==> src/sv/vitld_ram.sv <==
`timescale 1ns / 1ps

module vitld_ram #(
   parameter int WIDTH = 8,
   parameter int DEPTH = 16
) (
   input  logic                     clock,
   input  logic                     we,
   input  logic [$clog2(DEPTH)-1:0] waddr,
   input  logic [WIDTH-1:0]         wdata,
   input  logic [$clog2(DEPTH)-1:0] raddr,
   output logic [WIDTH-1:0]         rdata
);

   logic [WIDTH-1:0] mem [DEPTH];
   logic [WIDTH-1:0] rdata_ff;

   always_ff @(posedge clock) begin
      if (we) begin
         mem[waddr] <= wdata;
      end
      rdata_ff <= mem[raddr];
   end

   assign rdata = rdata_ff;

endmodule

==> config.mk <==
export PLATFORM = sky130hd
export DESIGN_NAME = vitld_ram
export DESIGN_NICKNAME = d
export VERILOG_FILES = /design/src/sv/vitld_ram.sv
export SDC_FILE = /design/constraint.sdc
export NUM_CORES = 1
export LEC_CHECK = 0
export BUFFER_PORTS_ARGS = -buffer_cell sky130_fd_sc_hd__buf_2
export CORE_MARGIN = 5
export CORE_UTILIZATION = 65
export DETAILED_ROUTE_END_ITERATION = 10
export PLACE_DENSITY = 0.82
export REMOVE_ABC_BUFFERS = 1
export SLEW_MARGIN = 20
export SYNTH_ARGS = -nofsm -noshare
export SYNTH_HDL_FRONTEND = slang
export SYNTH_SLANG_ARGS = --single-unit
==> constraint.sdc <==
create_clock -name clock -period 2.89 [get_ports clock]
set_input_delay 0 -clock clock [delete_from_list [all_inputs] [get_ports clock]]
set_output_delay 0 -clock clock [all_outputs]
set_load 0.02 [all_outputs]
==> flow_metrics.py, run 1 <==
metrics = {
    "floorplanning": {
        "die-width_um": 99.0,
        "initial_utilization_pct": 66.6,
        "core_um2": 7730,
        "die_h_um": 99.0,
        "dieArea_um2": 9800,
        "placementRows": 32,
        "io_pins": 26,
    },
    "sta": {
        "max_freq_ghz": 0.676,
        "slew_headroom_pct": 28.6,
        "worstMarginPinSlew_ps": 1070,
        "fin_setup_tns_ps": 0,
        "skew_ps": 11.4,
        "setup_viol": 0,
        "fin_crit_ps": 1480,
        "setup_slack_ps": 1410,
        "finalHoldViolCount": 0,
        "fin_crit_sh_pct": 51.2,
        "drv_slew": 0,
        "rsz0062_at_grt": "no",
    },
    "min_path": {
        "min_from": "waddr[0]",
        "hp-class": "in2reg",
        "hold_path_depth": 3,
    },
    "synth": {
        "synth.avg_cell_area_um2": 22.5,
        "yosys_warnings": 0,
        "yosysUniqueCellTypes": 19,
        "synthXorXnorAreaFrac_pct": 0,
        "synthCells": 229,
        "synth_fa_ha_area_share_pct": 0,
        "synth_top_family_by_area": "multiplexers",
        "synth_edf_count": 128,
        "synth.area.top_cells": "edfxtp_1 (75%), mux4_2 (7.9%), mux4_1 (7.1%), dfxtp_1 (3.1%), a22oi_1 (2.3%)",
        "netlist_area_um2": 5150,
        "seq_area_frac_synth_pct": 77.8,
        "synth_top_area_share_pct": 74.7,
        "synth-async-reset-ratio_pct": 0,
        "muxShareOfSynthArea_pct": 15.0,
        "synth_area_leader_cell": "edfxtp_1",
        "synth_compound_area_share_pct": 2.33,
        "synth_simple_gate_area_share_pct": 3.18,
        "synth_commonest_cells": "edfxtp_1 (128), mux4_2 (18), a22oi_1 (16), mux4_1 (14), nor2_1 (13)",
        "synth.most_common_cell": "edfxtp_1",
        "ys_seq_elements": 136,
        "synth_ff_type": "edfxtp_1",
    },
    "clocking": {
        "post-cts-setup-buffers": 0,
        "cts_buffers": 17,
        "cts.repair.resized": 0,
        "clk-insertion-delay-late_ps": 520,
        "tritoncts": "built",
        "clock-sinks": 136,
        "clock_path_buffers": 2,
        "h-tree-depth": 4,
        "path_clk_slew_ps": 60,
        "cts_hold_buffers": 8,
        "root_buffer": "clkbuf_8",
    },
    "layout": {
        "fin_util_pct": 78.3,
        "antennaDiodeCount": 0,
        "nNetsFinal": 295,
        "drive_above_1_share_pct": 27.6,
        "syn_to_final_growth_pct": 17.5,
        "finalNonFillerCells": 392,
    },
    "worst_setup_path": {
        "critPathTopFamily": "buffers and inverters",
        "cp.required_ps": 3290,
        "cp_num_buf_inv": 2,
        "cp.arrival_ps": 1880,
        "crit_start": "raddr[0]",
        "cp_max_fo": 16,
        "critPathMaxStageDelay_ps": 620,
        "slowest_stage": "mux4_1",
        "critical_path_class": "in2reg",
        "setup.worst_path.end_class": "register",
        "r2r-start": "mem[1][0]$_DFFE_PP_",
        "worst-path-stages": 5,
        "start_kind": "input port",
        "reg2regPathDepth": 3,
        "crit_chain": "buf_2 -> buf_4 -> mux4_1 -> a22oi_1 -> nand2_1",
    },
    "global_routing": {
        "grt_first_pass_wirelength_um": 15300,
        "grt_util_all_layers_pct": 22.6,
        "grt_max_degree": 33,
        "grt_overflow": 0,
        "antenna_found_initial": 0,
        "grt_pass1_vias": 2573,
    },
    "placement": {
        "io_buffers": 25,
        "place.gp.congestion": 0.781,
        "dp_hpwl_um": 6010,
        "dp_cells": 352,
        "place_ws_ps": 921,
    },
    "routing": {
        "antenna_left": 0,
        "via_count": 2476,
        "first_iter_violations": 268,
        "drc": 0,
        "dr.pass1.iters": 4,
        "finalWirelength_um": 10100,
        "vias_per_cell": 6.32,
        "wl_per_cell_um": 25.8,
    },
    "pwr": {
        "p_leak_nw": 2.06,
        "p_int_mw": 3.71,
        "total_power_mw": 4.62,
        "power_density_nw_per_um2": 765,
        "switching_share_pct": 19.7,
        "power_frac_seq_pct": 48.1,
        "p_sw_mw": 0.913,
        "p_clk_share_pct": 47.3,
        "p_comb_share_pct": 4.7,
        "peakVddDrop_uv": 748,
    },
    "status": {
        "status": "finished, final reports clean",
    },
    "job": {
        "cap_violations": 0,
    },
}
[worst register-to-register path: stages (launching register included)]
cell and delay, ps:
edfxtp_1 380, mux4_1 540, a22oi_1 300, nand2_1 100
[sequential cells by signal, indices dropped and copies added (netlist names)]
| signal | cells |
|---|---|
| mem | 128 |
| rdata | 8 |
[placed cells by master, fill, tap and decap left out, types with 3 or more instances in the layout]
master / netlist / routed
mux4_1: 14 / 14
bufinv_16: 0 / 4
clkinv_4: 0 / 3
dfxtp_1: 8 / 8
dlygate4sd3_1: 0 / 8
nor3_1: 4 / 4
mux4_2: 18 / 18
buf_2: 3 / 25
buf_4: 1 / 6
nor2_1: 13 / 13
edfxtp_1: 128 / 128
clkbuf_16: 0 / 16
clkinv_2: 0 / 4
a22oi_1: 16 / 16
nand2_1: 9 / 9
[path summary, 6_finish.rpt]
path                              end  slack [ps]
setup / recovery     rdata[0]$_DFF_P_        1410
hold / removal    mem[0][7]$_DFFE_PP_          50
setup reg to reg     rdata[0]$_DFF_P_        1460
hold reg to reg      rdata[1]$_DFF_P_         680
[cell type report]
class	count	area, um2
clock buffer	19	432
clock inverter	13	178
fill	387	1680
multi-input combinational	83	1060
sequential	136	4000
tap	102	128
timing repair buffer	39	250
[power groups by stage]
| stage | registers [mW] | logic, mW | clock network [mW] |
|---|---|---|---|
| 3_3_place_gp | 2.26 | 0.201 | 0 |
| 3_5_place_dp | 2.26 | 0.207 | 0 |
| 2_1_floorplan | 2.27 | 0.0884 | 0 |
| 5_1_grt | 2.23 | 0.231 | 2.31 |
| 4_1_cts | 2.22 | 0.218 | 2.20 |
| 6_report | 2.22 | 0.216 | 2.19 |
[logic make-up after synthesis]
logic type | Yosys count
flip-flops | 136
buffers and inverters | 10
AO/OA/AOI/OAI | 16
AND/OR/NAND/NOR | 35
multiplexers | 32
[metrics by stage]
stage / cell area, um2 / hold slack (ps)
floorplan: 5060 / 98.9
global placement: 5360 / 385
detailed placement: 5360 / 392
CTS: 6050 / 30.8
global route: 6050 / 39.4
finish: 6050 / 52.6
[metal layers]
layer	vias up	share of wire, %	global-route usage (%)	routed length (um)
li1	1070	-	-	-
met1	1297	41	30.3	4100
met2	97	51	35.7	5200
met3	12	6.7	7.50	674
met4	0	1.4	6.83	140
met5	-	0	0	0
(Power assumes the default switching activity.)
==> run 2: changes to the inputs <==
--- a/config.mk
+++ b/config.mk
@@ -5,11 +5,12 @@
 export SDC_FILE = /design/constraint.sdc
 export NUM_CORES = 1
 export LEC_CHECK = 0
+export ABC_AREA = 1
 export BUFFER_PORTS_ARGS = -buffer_cell sky130_fd_sc_hd__buf_2
 export CORE_MARGIN = 5
-export CORE_UTILIZATION = 65
+export CORE_UTILIZATION = 55
 export DETAILED_ROUTE_END_ITERATION = 10
-export PLACE_DENSITY = 0.82
+export PLACE_DENSITY = 0.73
 export REMOVE_ABC_BUFFERS = 1
 export SLEW_MARGIN = 20
 export SYNTH_ARGS = -nofsm -noshare
==> constraint.sdc (replaced) <==
create_clock -name clock -period 1.2 [get_ports clock]
set_input_delay 0 -clock clock [delete_from_list [all_inputs] [get_ports clock]]
set_output_delay 0 -clock clock [all_outputs]
set_load 0.02 [all_outputs]
==> flow_metrics.py, run 2 <==
metrics = {
    "synth": {
        "synth_top_area_share_pct": 66.7,
        "synth_simple_gate_area_share_pct": 21.0,
        "synth.area.top_cells": "edfxtp_1 (67%), nand2_1 (11%), nand3_1 (8.4%), inv_1 (6.5%), dfxtp_1 (2.8%)",
        "synth_ff_type": "edfxtp_1",
        "synth-async-reset-ratio_pct": 0,
        "synthXorXnorAreaFrac_pct": 0,
        "yosys_warnings": 0,
        "synth.most_common_cell": "nand2_1",
        "synth_top_family_by_area": "simple AND/OR/NAND/NOR gates",
        "synthCells": 551,
        "netlist_area_um2": 5770,
        "synth_commonest_cells": "nand2_1 (173), edfxtp_1 (128), inv_1 (100), nand3_1 (97), nor2_1 (17)",
        "synth_area_leader_cell": "edfxtp_1",
        "synth_edf_count": 128,
        "synth_compound_area_share_pct": 0,
        "seq_area_frac_synth_pct": 69.4,
        "ys_seq_elements": 136,
        "synth.avg_cell_area_um2": 10.5,
        "yosysUniqueCellTypes": 12,
        "muxShareOfSynthArea_pct": 0,
        "synth_fa_ha_area_share_pct": 0,
    },
    "sta": {
        "rsz0062_at_grt": "no",
        "finalHoldViolCount": 0,
        "fin_crit_ps": 1100,
        "fin_setup_tns_ps": 0,
        "fin_crit_sh_pct": 91.3,
        "skew_ps": 5.35,
        "holdWs_ps": 21.5,
        "max_freq_ghz": 0.912,
        "slew_headroom_pct": 73.6,
        "worstMarginPinSlew_ps": 396,
        "drv_slew": 0,
        "setup_viol": 0,
    },
    "worst_setup_path": {
        "cp_max_fo": 1,
        "r2r-start": "mem[5][2]$_DFFE_PP_",
        "critPathTopFamily": "flip-flops",
        "worst-path-stages": 1,
        "cp.required_ps": 1200,
        "ff2ff_setup_slack_ps": 190,
        "cp.arrival_ps": 1100,
        "cp_num_buf_inv": 1,
        "crit_chain": "buf_2",
        "regToRegEndpoint": "rdata[2]$_DFF_P_",
        "slowest_stage": "dfxtp_1",
        "reg2regPathDepth": 6,
        "start_kind": "register",
        "critical_path_class": "reg2out",
        "critPathMaxStageDelay_ps": 390,
        "setup.worst_path.end_class": "output pin",
    },
    "placement": {
        "place.gp.congestion": 0.808,
        "dp_hpwl_um": 7970,
        "dp_cells": 714,
        "io_buffers": 25,
    },
    "layout": {
        "finalNonFillerCells": 755,
        "antennaDiodeCount": 0,
        "largest_reg_flops": 128,
        "nNetsFinal": 624,
        "nFillCells": 753,
        "multi_input_area_um2": 1210,
        "final_common_cell": "nand2_1",
        "drive_above_1_share_pct": 12.4,
        "final_cell_mix": "nand2_1 (173), edfxtp_1 (128), inv_1 (100), nand3_1 (97), buf_2 (25)",
        "syn_to_final_growth_pct": 17.8,
        "regArea_um2": 4000,
        "largest_register": "mem",
    },
    "clocking": {
        "h-tree-depth": 4,
        "root_buffer": "clkbuf_8",
        "clock_path_buffers": 2,
        "cts_buffers": 17,
        "path_clk_slew_ps": 50,
        "post-cts-setup-buffers": 0,
        "tritoncts": "built",
        "clock-sinks": 136,
        "clk-insertion-delay-late_ps": 510,
    },
    "global_routing": {
        "antenna_found_initial": 0,
        "grt_pass1_vias": 3925,
        "grt_max_degree": 39,
        "grt_util_all_layers_pct": 21.8,
        "grt_first_pass_wirelength_um": 20500,
        "grt_overflow": 0,
    },
    "routing": {
        "antenna_left": 0,
        "drc": 0,
        "wl_per_cell_um": 17.2,
        "first_iter_violations": 364,
        "via_count": 3956,
        "dr.pass1.iters": 5,
        "finalWirelength_um": 13000,
        "vias_per_cell": 5.24,
    },
    "floorplanning": {
        "die-width_um": 112,
        "placementRows": 37,
        "io_pins": 26,
        "die_h_um": 112,
        "dieArea_um2": 12600,
        "core_um2": 10300,
        "initial_utilization_pct": 56.1,
    },
    "min_path": {
        "hp-class": "in2reg",
        "hold_end": "rdata[7]$_DFF_P_",
        "min_from": "raddr[1]",
        "hold_path_depth": 6,
    },
    "pwr": {
        "p_int_mw": 8.72,
        "power_density_nw_per_um2": 1610,
        "p_clk_share_pct": 44.6,
        "peakVddDrop_uv": 1120,
        "p_leak_nw": 2.98,
        "p_comb_share_pct": 6.6,
        "switching_share_pct": 20.4,
        "power_frac_seq_pct": 48.8,
        "p_sw_mw": 2.24,
        "total_power_mw": 11.0,
    },
    "job": {
        "cap_violations": 0,
    },
    "status": {
        "status": "finished, final reports clean",
    },
}
==> run 2: kinds of logic (layout without fill, tap and decap cells) <==
kind of cell  Yosys count  after routing
buf+inv               126            194
flops                 136            136
simple gates          289            289
==> run 2: cell type report <==
| class | instances | share of cell area (%) |
|---|---|---|
| clock buffers | 29 | 7.35 |
| clock inverters | 3 | 0.957 |
| inverters | 102 | 5.63 |
| multi-input cells | 289 | 17.9 |
| flip-flops and latches | 136 | 58.9 |
| well taps | 136 | 2.50 |
| repair buffers | 60 | 6.78 |
==> run 2: timing repair <==
| item | 4_1_cts | 5_1_grt |
|---|---|---|
| endpoints found under the hold margin | 136 | 0 |
| gates resized for setup | 0 | 0 |
| hold buffers | 9 | 0 |
==> run 2: worst max path at each step <==
stage / start / endpoint / slack [ps]
finish: rdata[7]$_DFF_P_ / rdata[7] / 100
global route: rdata[7]$_DFF_P_ / rdata[7] / 70
CTS: rdata[7]$_DFF_P_ / rdata[7] / 90
detailed placement: raddr[0] / rdata[7]$_DFF_P_ / 150
global placement: raddr[0] / rdata[7]$_DFF_P_ / 180
floorplan: raddr[0] / rdata[2]$_DFF_P_ / 220
==> run 2: power groups by stage <==
stage / Clock [mW] / Combinational (mW) / Sequential (mW)
2_1_floorplan: 0 / 0.287 / 5.47
4_1_cts: 4.93 / 0.723 / 5.35
3_5_place_dp: 0 / 0.692 / 5.45
3_3_place_gp: 0 / 0.673 / 5.44
6_report: 4.89 / 0.722 / 5.35
5_1_grt: 5.19 / 0.796 / 5.36
==> run 2: per-layer routing <==
metal / vias to the layer above / part of all wire (%) / global-route usage [%]
met5: - / 0 / 0
met4: 0 / 2.9 / 9.46
met3: 25 / 7.0 / 5.98
met2: 165 / 50 / 36.4
met1: 1886 / 40 / 26.6
li1: 1880 / - / -
==> run 2: stage by stage <==
step | setup WS (ps) | utilization (%) | instance area (um2)
floorplan | 220 | - | 5600
finish | 104 | 66.1 | 6800
global route | 68.1 | 66.1 | 6800
global placement | 177 | 59.8 | 6140
CTS | 90.9 | 66.1 | 6800
detailed placement | 147 | 59.8 | 6140
==> run 2: worst register-to-register path, cell delays in order, from the launching register on <==
cell and delay [ps]:
edfxtp_1 370, inv_1 60, nand2_1 50, nand3_1 90, nand3_1 130, nand3_1 150, nand2_1 60
==> run 3: changes to the inputs <==
==> constraint.sdc (replaced) <==
create_clock -name clock -period 1.2 [get_ports clock]
set_input_delay 0.06 -clock clock [delete_from_list [all_inputs] [get_ports clock]]
set_output_delay 0.06 -clock clock [all_outputs]
set_load 0.02 [all_outputs]
==> flow_metrics.py, run 3 (same netlist as run 2, synthesis figures left out) <==
metrics = {
    "status": {
        "status": "finished, final reports clean",
    },
    "routing": {
        "wl_per_cell_um": 17.6,
        "finalWirelength_um": 13300,
        "dr.pass1.iters": 5,
        "antenna_left": 0,
        "via_count": 4004,
        "vias_per_cell": 5.30,
        "first_iter_violations": 420,
        "drc": 0,
    },
    "worst_setup_path": {
        "cp_max_fo": 1,
        "cp_num_buf_inv": 1,
        "cp.arrival_ps": 1080,
        "slowest_stage": "dfxtp_1",
        "setup.worst_path.end_class": "output pin",
        "critical_path_class": "reg2out",
        "cp.required_ps": 1140,
        "start_kind": "register",
        "critPathMaxStageDelay_ps": 370,
        "critPathTopFamily": "flip-flops",
        "crit_chain": "buf_2",
    },
    "sta": {
        "setup_viol": 0,
        "drv_slew": 0,
        "fin_setup_tns_ps": 0,
        "skew_ps": 9.04,
        "worstMarginPinSlew_ps": 408,
        "fin_crit_ps": 1140,
        "max_freq_ghz": 0.877,
        "fin_crit_sh_pct": 95.1,
        "finalHoldViolCount": 0,
        "rsz0062_at_grt": "no",
        "slew_headroom_pct": 72.8,
        "setup_slack_ps": 59.1,
    },
    "floorplanning": {
        "placementRows": 37,
        "dieArea_um2": 12600,
        "die-width_um": 112,
        "core_um2": 10300,
        "initial_utilization_pct": 56.1,
        "io_pins": 26,
        "die_h_um": 112,
    },
    "clocking": {
        "cts_buffers": 17,
        "cts.repair.resized": 0,
        "root_buffer": "clkbuf_8",
        "clk-insertion-delay-late_ps": 530,
        "path_clk_slew_ps": 60,
        "tritoncts": "built",
        "h-tree-depth": 4,
        "clock-sinks": 136,
        "clock_path_buffers": 2,
    },
    "placement": {
        "io_buffers": 25,
        "dp_hpwl_um": 8180,
        "place.gp.congestion": 0.795,
        "place_ws_ps": 56.5,
        "placed_area_um2": 6170,
        "dp_cells": 714,
    },
    "global_routing": {
        "grt_first_pass_wirelength_um": 21000,
        "grt_util_all_layers_pct": 22.3,
        "antenna_found_initial": 0,
        "grt_overflow": 0,
        "grt_max_degree": 38,
        "grt_pass1_vias": 3918,
    },
    "job": {
        "cap_violations": 0,
    },
    "pwr": {
        "total_power_mw": 11.1,
        "power_density_nw_per_um2": 1620,
        "peakVddDrop_uv": 1050,
        "p_leak_nw": 3.00,
    },
    "layout": {
        "nFillCells": 755,
        "finalNonFillerCells": 755,
        "largest_reg_flops": 128,
        "antennaDiodeCount": 0,
        "final_common_cell": "nand2_1",
        "finalInstanceArea_um2": 6840,
        "largest_register": "mem",
        "drive_above_1_share_pct": 13.2,
        "nNetsFinal": 624,
        "syn_to_final_growth_pct": 18.6,
        "final_cell_mix": "nand2_1 (173), edfxtp_1 (128), inv_1 (100), nand3_1 (97), buf_2 (25)",
    },
    "min_path": {
        "hp-class": "in2reg",
    },
}
## run 3: layout make-up
type                            instances  area (um2)  share of cell area, %
Sequential cell                       136        4000                   58.5
Multi-Input combinational cell        289        1210                   17.7
Inverter                              102         383                   5.60
Clock inverter                          7        90.1                   1.32
Timing Repair Buffer                   60         485                   7.10
Clock buffer                           25         494                   7.23
Tap cell                              136         170                   2.49
## run 3: worst paths after layout
check             slack [ps]            startpoint          endpoint  cells past startpoint
setup / recovery          60      rdata[7]$_DFF_P_          rdata[7]                      1
hold / removal            60              raddr[2]  rdata[7]$_DFF_P_                      6
setup reg to reg         200   mem[7][7]$_DFFE_PP_  rdata[7]$_DFF_P_                      6
hold reg to reg          660  mem[11][7]$_DFFE_PP_  rdata[7]$_DFF_P_                      6
## run 3: tightest hold or removal path: cells and delay by family
family | cells | cell delay [ps]
buffers and inverters | 3 | 280
and+or+nand+nor | 3 | 190
## run 3: power by group
part / switching [mW] / leakage [nW] / internal [mW]
registers: 0.0380 / 1.22 / 5.31
logic: 0.491 / 1.49 / 0.242
clock network: 1.79 / 0.284 / 3.22
total: 2.32 / 3.00 / 8.78
## run 3: timing repair
| item | CTS | global route |
|---|---|---|
| endpoints found under the hold margin | 136 | 0 |
| hold buffers | 9 | 0 |
| buffers inserted | 0 | 0 |
## run 3: stage by stage
stage / utilization, % / hold WS, ps
after floorplan: - / 159
after global placement: 60.0 / 438
after detailed placement: 60.0 / 445
after CTS: 66.6 / 46.4
after global routing: 66.6 / 67.1
final: 66.6 / 58.7
## run 3: metal layers
layer	vias to the layer above	global-route usage, %	share of wire [%]
met4	0	11.4	3.5
li1	1882	-	-
met2	172	36.2	50
met1	1913	28.9	40
met5	-	0	0
met3	37	3.88	6.5
